### src/hdl/tao_pkg.sv
package tao_pkg;

  localparam int RATIO_W = 9;
  localparam logic [RATIO_W-1:0] RATIO_RESET = 9'd128;
  localparam int FRAC_BITS = 8;
  localparam int TRACK_INDEX_W = 6;
  localparam int QUEUE_DEPTH = 2;
  localparam int QPTR_W = (QUEUE_DEPTH > 1) ? $clog2(QUEUE_DEPTH) : 1;
  localparam int QCNT_W = $clog2(QUEUE_DEPTH + 1);

  typedef struct packed {
    logic valid;
    logic full;
  } q_status_t;

  typedef enum logic [1:0] {
    B_IDLE,
    B_SCAN,
    B_WRITE
  } back_state_t;

endpackage

### src/hdl/tao_queue.sv
module tao_queue #(
  parameter int DATA_W = 8
) (
  input  logic               clk,
  input  logic               rst_n,
  input  logic               push,
  input  logic [DATA_W-1:0]  push_data,
  input  logic               pop,
  output logic [DATA_W-1:0]  pop_data,
  output tao_pkg::q_status_t stat
);

  logic [DATA_W-1:0]          entry_r [tao_pkg::QUEUE_DEPTH];
  logic [tao_pkg::QPTR_W-1:0] wp_r, rp_r;
  logic [tao_pkg::QCNT_W-1:0] cnt_r;

  assign stat.valid = (cnt_r != '0);
  assign stat.full  = (cnt_r == tao_pkg::QCNT_W'(tao_pkg::QUEUE_DEPTH));
  assign pop_data   = entry_r[rp_r];

  always_ff @(posedge clk) begin
    if (!rst_n) begin
      wp_r  <= '0;
      rp_r  <= '0;
      cnt_r <= '0;
    end else begin
      if (push) begin
        wp_r <= (wp_r == tao_pkg::QPTR_W'(tao_pkg::QUEUE_DEPTH - 1)) ? '0 : wp_r + 1'b1;
      end
      if (pop) begin
        rp_r <= (rp_r == tao_pkg::QPTR_W'(tao_pkg::QUEUE_DEPTH - 1)) ? '0 : rp_r + 1'b1;
      end
      if (push && !pop) begin
        cnt_r <= cnt_r + 1'b1;
      end else if (pop && !push) begin
        cnt_r <= cnt_r - 1'b1;
      end
    end
  end

  always_ff @(posedge clk) begin
    if (push) begin
      entry_r[wp_r] <= push_data;
    end
  end

endmodule

### config.mk
export PLATFORM = sky130hd
export DESIGN_NAME = tao_queue
export DESIGN_NICKNAME = d
export VERILOG_FILES = /design/src/hdl/tao_pkg.sv /design/src/hdl/tao_queue.sv
export SDC_FILE = /design/constraint.sdc
export NUM_CORES = 1
export LEC_CHECK = 0
export BUFFER_PORTS_ARGS = -buffer_cell sky130_fd_sc_hd__buf_2
export CAP_MARGIN = 20
export CORE_UTILIZATION = 30
export DETAILED_ROUTE_END_ITERATION = 8
export PLACE_DENSITY_LB_ADDON = 0.05
export SETUP_SLACK_MARGIN = 0.4
export SYNTH_ARGS = -nofsm -noshare
export SYNTH_HDL_FRONTEND = slang
export SYNTH_SLANG_ARGS = --single-unit
### constraint.sdc
create_clock -name clk -period 1.49 [get_ports clk]
set_input_delay 0.0745 -clock clk [delete_from_list [all_inputs] [get_ports clk]]
set_output_delay 0.0745 -clock clk [all_outputs]
set_load 0.01 [all_outputs]
==> metrics.cfg <==
[setup_path]
worst_r2r_endpoint = cnt_r[1]$_SDFFE_PN0P_
arrival_ns = 1.18
cp-start-kind = flip-flop
cp.required_ns = 1.42
reg2reg_from = cnt_r[0]$_SDFFE_PN0P_
end_kind = output port
path_class = flip-flop to output port
r2r_cells = 3
worst-r2r-setup-slack_ns = 0.46
critPathMaxFanout = 8

[logic_synthesis]
synth-adder-area-share = 0.01570
synthTopCellsByArea = edfxtp_1 60%, dfxtp_1 13%, mux2_2 11%
async_flop_share = 0
syn-num-nets = 60
yosysSeqAreaShare = 0.7284
ys_warn_count = 0
synthXorXnorAreaFrac = 0.03297
synth_top_area_share = 0.6028
ys_ff_latch = 21
synth.most_common_cell = edfxtp_1
synth_common_cells = 16 x edfxtp_1, 8 x mux2_2, 5 x dfxtp_1, 4 x and2_1
synth_flop_cell = edfxtp_1
synth_enable_flop_cells = 16
synth-compound-area-share = 0.02512
yosys.area_share.simple = 0.07378
synth_top_family_by_area = multiplexers
yosysTopAreaCell = edfxtp_1
synthCells = 47
syn_area_per_cell_sq_um = 16.96
synth_area_sq_um = 797.0
yosys-mux-area-fraction = 0.1130
synth_cell_types = 16

[die]
initial_core_util = 0.3188
fp.dieH_um = 53.55
design.die.area_sq_um = 2867
die_w_um = 53.55
fp.coreArea_sq_um = 2500
rows = 18
boundaryPins = 22

[routing]
dr.pass1.iters = 3
dr_total_vias = 465
drt_wl_total_mm = 1.219
route.detailed.drc = 0
drt-initial-drc-count = 2
antenna_left = 0
viasPerCell = 4.266
wl_per_cell_um = 11.18

[sta]
max_freq_ghz = 0.7953
slew_headroom = 0.8141
setup_viol = 0
hold_viol = 0
rsz0062_at_grt = true
worst_slack_ns = 0.2326
finClkSkew_ns = 0.002041
drv_slew = 0
fin_tns_setup_ns = 0
finalCritPeriodShare = 0.8439
min_period_ns = 1.257
worst_slew_pin_slew_ns = 0.2782

[pwr]
powerDensity_nw_per_um2 = 1025
ir_drop_mv = 0.6349
p_leak_nw = 0.4717
total_power_w = 0.001183

[flow_run]
cap_violations = 0

[layout]
instances_no_fill = 109
syn_to_final_growth_pct = 44.74
drive_gt1_frac = 0.4937
num_antenna_cells = 0
final.fill_count = 239
fin_nets = 93
final_util = 0.4615

[min_path]
hold_path_end = wp_r$_SDFFE_PN0P_
holdCritStartpoint = rst_n
min_path_cells = 2
hp-class = input port to flip-flop

[placed_design]
preCtsSetupSlack_ns = 0.3507
io_buffers = 21
gp_congestion = 0.6261
dp.cells = 97
hpwl_um = 846

[clock_network]
cts-htree-levels = 1
clk_latency_ns = 0.29
root_buffer = clkbuf_4
cts_tree = done
clock_path_buffers = 2
clk_pin_slew_ns = 0.10
post_cts_buffers = 0
clock_sinks = 21
cts_buffers = 3

[global_route]
grt_max_degree = 12
overflow = 0
gr-usage-all-layers = 0.1006
grt_pass1_wl_mm = 1.883
first_global_vias = 459
grt_antenna_before_repair = 0

[outcome]
status = finished, final reports clean

==> cell usage in the layout (no fill, tap or decap), drive strengths merged <==
cell / instances
buf: 21
edfxtp: 16
mux2: 8
dlygate4sd3: 8
dfxtp: 5
and2: 4
clkbuf: 4
xor2: 2
nor2b: 2
and2b: 1
or2: 1
xnor2: 1
o21a: 1
o21ai: 1
or3: 1
a21boi: 1
inv: 1
ha: 1
==> how the worst max path moves through the flow <==
stage / from / end / slack, ns
after floorplan: cnt_r[0]$_SDFFE_PN0P_ / cnt_r[1]$_SDFFE_PN0P_ / 0.53
after global placement: flip-flop / pop_data[1] / 0.37
final: flip-flop / pop_data[1] / 0.23
after global routing: flip-flop / pop_data[2] / 0.18
after detailed placement: flip-flop / pop_data[1] / 0.35
after CTS: flip-flop / pop_data[1] / 0.21
==> cells by family (layout without fill, tap and decap cells) <==
| logic type | Yosys count | in the layout |
|---|---|---|
| and+or+nand+nor | 9 | 9 |
| adders and majority gates | 1 | 1 |
| xor gates and xnor gates | 3 | 3 |
| muxes | 8 | 8 |
| DFF | 21 | 21 |
| buffers and inverters | 2 | 34 |
| AOI/OAI and AO/OA | 3 | 3 |
==> area by class of cell <==
class                      count  area, sq um  area share
clock buffer                   4        26.28     0.02278
tap                           30        37.54     0.03254
inverter                       1        3.754    0.003254
sequential                    21        589.3      0.5108
multi-input combinational     24        249.0      0.2158
timing repair buffer          29        247.7      0.2148
==> critical path, stage by stage, from the launching register on <==
cell and delay [ns]:
dfxtp_4 0.45, mux2_4 0.32, buf_6 0.12
==> sequential cells by signal (all words and copies together), names as in the netlist, named ones only <==
| name | cells |
|---|---|
| cnt_r | 2 |
| entry_r | 16 |
| rp_r | 1 |
| wp_r | 1 |
==> stage by stage <==
stage	hold slack [ns]	cell area (sq um)
2_1_floorplan	0.1734	799.5
3_3_place_gp	0.2642	937.1
3_5_place_dp	0.2690	937.1
4_1_cts	0.03174	1151
5_1_grt	0.02903	1154
6_report	0.03913	1154
==> per-layer routing <==
metal | part of all wire | global-route usage
met1 | 0.41 | 0.1054
met2 | 0.53 | 0.1708
met3 | 0.045 | 0.05085
met4 | 0.0082 | 0.03947
met5 | 0 | 0
==> timing repair <==
| action | CTS | global route |
|---|---|---|
| resized for setup | 25 | 1 |
| endpoints found under the setup margin | 26 | 10 |
| pin swaps | 0 | 0 |
| hold endpoints to repair | 16 | 0 |
| hold buffers | 8 | 0 |
==> power breakdown <==
part / switching [W] / internal [W] / total (W)
Combinational: 0.0000773 / 0.000152 / 0.000229
Clock: 0.000148 / 0.000104 / 0.000252
Sequential: 0.0000284 / 0.000673 / 0.000701
Power figures use the tool's default switching activity.
