==> src/hdl/tao_pkg.sv <==
package tao_pkg;

  localparam int RATIO_W = 9;
  localparam logic [RATIO_W-1:0] RATIO_RESET = 9'd128;
  localparam int FRAC_BITS = 8;
  localparam int TRACK_INDEX_W = 6;
  localparam int QUEUE_DEPTH = 2;
  localparam int QPTR_W = (QUEUE_DEPTH > 1) ? $clog2(QUEUE_DEPTH) : 1;
  localparam int QCNT_W = $clog2(QUEUE_DEPTH + 1);

  typedef struct packed {
    logic valid;
    logic full;
  } q_status_t;

  typedef enum logic [1:0] {
    B_IDLE,
    B_SCAN,
    B_WRITE
  } back_state_t;

endpackage

==> src/hdl/tao_if.sv <==
interface tao_rect_if #(
  parameter int COORD_BITS = 12
);
  logic                  valid;
  logic                  ready;
  logic [COORD_BITS-1:0] rect_x;
  logic [COORD_BITS-1:0] rect_y;
  logic [COORD_BITS:0]   rect_width;
  logic [COORD_BITS:0]   rect_height;

  modport source (output valid, output rect_x, output rect_y, output rect_width,
                  output rect_height, input ready);
  modport sink (input valid, input rect_x, input rect_y, input rect_width,
                input rect_height, output ready);
endinterface


==> src/hdl/tao_front.sv <==
module tao_front #(
  parameter int COORD_BITS = 12,
  localparam int CW = COORD_BITS,
  localparam int SW = COORD_BITS + 1,
  localparam int WH_W = 2 * SW,
  localparam int PW = tao_pkg::RATIO_W + WH_W,
  localparam int DATA_W = 2 * CW + 2 * SW + PW
) (
  input  logic                        clk,
  input  logic                        rst_n,
  tao_rect_if.sink                    in_rect,
  input  logic [tao_pkg::RATIO_W-1:0] ratio,
  input  tao_pkg::q_status_t          q_stat,
  output logic                        push,
  output logic [DATA_W-1:0]           push_data
);

  logic          f1_v_r;
  logic          f2_v_r;
  logic [CW-1:0] f1_x_r, f1_y_r, f2_x_r, f2_y_r;
  logic [SW-1:0] f1_w_r, f1_h_r, f2_w_r, f2_h_r;
  logic [WH_W-1:0] f1_wh_r;
  logic [PW-1:0]   f2_ra_r;
  logic          f1_go;
  logic          f2_go;
  logic          take;

  // stage 2 leaves when the queue has room, stage 1 when stage 2 is free
  assign f2_go = f2_v_r && !q_stat.full;
  assign f1_go = f1_v_r && (!f2_v_r || f2_go);
  assign in_rect.ready = !f1_v_r || f1_go;
  assign take = in_rect.valid && in_rect.ready;

  assign push = f2_go;
  assign push_data = {f2_x_r, f2_y_r, f2_w_r, f2_h_r, f2_ra_r};

  always_ff @(posedge clk) begin
    if (!rst_n) begin
      f1_v_r <= 1'b0;
      f2_v_r <= 1'b0;
    end else begin
      if (take) begin
        f1_v_r <= 1'b1;
      end else if (f1_go) begin
        f1_v_r <= 1'b0;
      end
      if (f1_go) begin
        f2_v_r <= 1'b1;
      end else if (f2_go) begin
        f2_v_r <= 1'b0;
      end
    end
  end

  // own area of the new rectangle, then scaled by the ratio
  always_ff @(posedge clk) begin
    if (take) begin
      f1_x_r  <= in_rect.rect_x;
      f1_y_r  <= in_rect.rect_y;
      f1_w_r  <= in_rect.rect_width;
      f1_h_r  <= in_rect.rect_height;
      f1_wh_r <= WH_W'(in_rect.rect_width) * WH_W'(in_rect.rect_height);
    end
    if (f1_go) begin
      f2_x_r  <= f1_x_r;
      f2_y_r  <= f1_y_r;
      f2_w_r  <= f1_w_r;
      f2_h_r  <= f1_h_r;
      f2_ra_r <= PW'(ratio) * PW'(f1_wh_r);
    end
  end

endmodule

==> src/flat_wrapper.sv <==
// flat-port wrapper written by rule: the top's interface ports become plain ports
module tao_front_flat 
#(
  parameter int COORD_BITS = 12,
  localparam int CW = COORD_BITS,
  localparam int SW = COORD_BITS + 1,
  localparam int WH_W = 2 * SW,
  localparam int PW = tao_pkg::RATIO_W + WH_W,
  localparam int DATA_W = 2 * CW + 2 * SW + PW
)
  (clk, rst_n, ratio, q_stat, push, push_data, in_rect_valid, in_rect_rect_x, in_rect_rect_y, in_rect_rect_width, in_rect_rect_height, in_rect_ready);
  tao_rect_if #(.COORD_BITS(COORD_BITS)) in_rect_i ();
  input  logic clk;
  input  logic rst_n;
  input  logic [tao_pkg::RATIO_W-1:0] ratio;
  input  tao_pkg::q_status_t q_stat;
  output logic push;
  output logic [DATA_W-1:0] push_data;
  input wire logic [$bits(in_rect_i.valid)-1:0] in_rect_valid;
  input wire logic [$bits(in_rect_i.rect_x)-1:0] in_rect_rect_x;
  input wire logic [$bits(in_rect_i.rect_y)-1:0] in_rect_rect_y;
  input wire logic [$bits(in_rect_i.rect_width)-1:0] in_rect_rect_width;
  input wire logic [$bits(in_rect_i.rect_height)-1:0] in_rect_rect_height;
  output wire logic [$bits(in_rect_i.ready)-1:0] in_rect_ready;
  assign in_rect_i.valid = in_rect_valid;
  assign in_rect_i.rect_x = in_rect_rect_x;
  assign in_rect_i.rect_y = in_rect_rect_y;
  assign in_rect_i.rect_width = in_rect_rect_width;
  assign in_rect_i.rect_height = in_rect_rect_height;
  assign in_rect_ready = in_rect_i.ready;
  tao_front #(.COORD_BITS(COORD_BITS)) u_core (.clk(clk), .rst_n(rst_n), .in_rect(in_rect_i), .ratio(ratio), .q_stat(q_stat), .push(push), .push_data(push_data));
endmodule
==> config.mk <==
export PLATFORM = sky130hd
export DESIGN_NAME = tao_front_flat
export DESIGN_NICKNAME = d
export VERILOG_FILES = /design/src/hdl/tao_pkg.sv /design/src/hdl/tao_if.sv /design/src/hdl/tao_front.sv /design/src/flat_wrapper.sv
export SDC_FILE = /design/constraint.sdc
export NUM_CORES = 1
export LEC_CHECK = 0
export BUFFER_PORTS_ARGS = -buffer_cell sky130_fd_sc_hd__buf_2
export CORE_MARGIN = 5
export CORE_UTILIZATION = 45
export DETAILED_ROUTE_END_ITERATION = 16
export GPL_ROUTABILITY_DRIVEN = 0
export PLACE_DENSITY = 0.63
export SLEW_MARGIN = 20
export SYNTH_ARGS = -nofsm -noshare
export SYNTH_HDL_FRONTEND = slang
export SYNTH_SLANG_ARGS = --single-unit
==> constraint.sdc <==
create_clock -name clk -period 10.3 [get_ports clk]
set_clock_uncertainty 0.1 [all_clocks]
set_input_delay 1.545 -clock clk [delete_from_list [all_inputs] [get_ports clk]]
set_output_delay 1.545 -clock clk [all_outputs]
set_load 0.01 [all_outputs]
==> metrics.txt <==
H-tree depth 4; hold_buf cts 0; Detailed Routing Iterations Pass 1 5; Yosys Warn Count 0; crit end category flop; Synth Instances 1727; pin count of the biggest net entering global routing 77; initial core utilization 0.454; P&R area growth vs syn 9.97%; max-slew violation count 0; Rows 73; synthesis-stage register bit count around 160; Synth area leader fa_1; sequential fraction of the synthesis area 0.272; Area contributors post-synth fa_1 (32%), edfxtp_1 (27%), ha_1 (8.8%), inv_1 (8.2%), and2_1 (7.7%); layout cells sized above 1 0.109; commonest non-fill, non-tap cell in the layout inv_1; GRT Overall Usage 0.172; # fillers 3626; max cap viols 0; Nets around 2300; post-route clock period utilization 0.633; min-delay worst type flop to flop; DP Wirelength 28.4 mm; die area 44000 um2; kind of critical path input port to flop; Hold Vio Cnt, Final 0; min cycle time layout 6520 ps; fmax 0.153 GHz; Initial DRC Count 559; Worst Path Required 10410 ps; drt wl/cell 15.1 um; via count 11500; IO Pins 151; number of synthesized flops with an enable pin 161; initial antenna violation count 0; first-pass GRT wire length 61.5 mm; Longest Clk Path Bufs 2; TritonCTS clock tree done; Avg Inst Size Synth 10.4 um2; Post-DRT Antenna Nets 0; worst relative slew slack 0.296; Ant. Diodes 0; crit-path max FO 14; post-CTS setup repair buffer count 0; die height about 210 um; total gr overflow 0; area of the mapped netlist 17900 um2; status finished clean; Worst-Skew Late Latency 460 ps; root buf cell clkbuf_16; clock slew at reported path FFs roughly 70 ps; port bufs 149; total CTS buffers 17; vias in the first global route between 10000 and 15000; Yosys cell types 62; RSZ-0062 raised after global routing false; post_cts resized 0; vias per std cell approximately 4.8; # DRC 0; post-synthesis async set-or-reset flop share 0; Die W 210 um; Worst-Margin Slew 1060 ps; most frequent cells in the layout inv_1 (391), fa_1 (290), and2_1 (220); post-synth top area share 0.324; Main synth FF type edfxtp_1; crit start category input port; Sink Count 163; TNS Setup 0 ps; core area 39500 um2; syn nets around 2200; final setup fails 0; WP data arrival 6640 ps; WL final ~36 mm
[state kept, by name, summed over array words and instances, names as in the netlist]
register        count
u_core.f2_h_r      13
u_core.f1_y_r      12
u_core.f1_x_r      12
u_core.f1_wh_r     26
u_core.f2_x_r      12
u_core.f2_ra_r     35
u_core.f2_v_r       1
u_core.f2_y_r      12
u_core.f1_v_r       1
u_core.f1_w_r      13
u_core.f1_h_r      13
u_core.f2_w_r      13
[cell families (layout without fill, tap and decap cells)]
group,count (synthesis),after routing,share of synthesized area
AOI/OAI and AO/OA,147,147,0.0559
xor gates and xnor gates,47,47,0.0229
adders and majority gates,416,416,0.412
buffers and inverters,451,575,0.0947
DFF,163,163,0.272
and+or+nand+nor,503,503,0.143
[final timing paths]
path	start	to	slack, ps	cells after the start
worst max register to register	u_core.f1_wh_r[14]$_DFFE_PP_	u_core.f2_ra_r[32]$_DFFE_PP_	4950	18
worst min register to register	u_core.f1_h_r[1]$_DFFE_PP_	u_core.f2_h_r[1]$_DFFE_PP_	310	0
worst max-delay path	in_rect_rect_width[10]	u_core.f1_wh_r[24]$_DFFE_PP_	3780	19
worst min-delay path	u_core.f1_h_r[1]$_DFFE_PP_	u_core.f2_h_r[1]$_DFFE_PP_	310	0
[per-stage QoR]
step	hold slack [ps]	instances	setup WS [ps]	util	instance area [um2]
after floorplan	300	1727	1820	-	17900
after global placement	300	2344	3330	0.484	19100
after detailed placement	305	2344	3290	0.484	19100
after CTS	314	2376	3810	0.499	19700
after global routing	326	2376	3570	0.499	19700
final	311	2376	3780	0.499	19700
[critical path: stages]
cell,delay [ps]
buf_2,210
and2_1,200
fa_1,530
inv_1,50
fa_1,470
inv_1,50
fa_1,500
fa_1,540
inv_1,50
fa_1,470
inv_1,40
ha_1,360
a2111oi_0,400
o21ai_1,170
a221oi_2,380
o2bb2ai_1,260
o31ai_1,160
a21oi_1,190
xnor2_1,70
[layer usage]
| metal | up-vias | track usage | wire length [um] |
|---|---|---|---|
| li1 | 5515 | - | - |
| met1 | 5749 | 0.225 | 16300 |
| met2 | 185 | 0.302 | 17900 |
| met3 | 28 | 0.0308 | 1210 |
| met4 | 0 | 0.0389 | 405 |
| met5 | - | 0 | 0 |
[layout make-up]
type	instances	area, um2	area share
clock buffers	17	425	0.0216
clock inverters	15	159	0.00806
inverters	392	1470	0.0746
multi-input cells	1113	11400	0.577
flip-flops and latches	163	4870	0.247
well taps	525	657	0.0333
repair buffers	151	761	0.0386
[Yosys cell counts, types with 2 or more instances]
cell,n
inv_1,391
fa_1,290
and2_1,221
nand2_1,208
edfxtp_1,161
ha_1,126
clkbuf_1,55
a21oi_1,49
xnor2_1,31
a21o_1,26
nor2_1,23
o21ai_0,17
xor2_1,16
nand3_1,12
nand2b_1,8
nand4_1,8
nor2b_1,6
o21a_1,6
a21oi_2,4
a31oi_1,4
buf_2,4
nor3_1,4
o21ai_1,4
a21boi_0,3
a221oi_2,3
o211ai_1,3
o21bai_1,3
a2111oi_0,2
a41o_1,2
dfxtp_1,2
nor3b_1,2
or3_1,2
or4_1,2
Power is not shown: default switching activity piles up to over one toggle a cycle in this logic, so the estimate is an artifact.
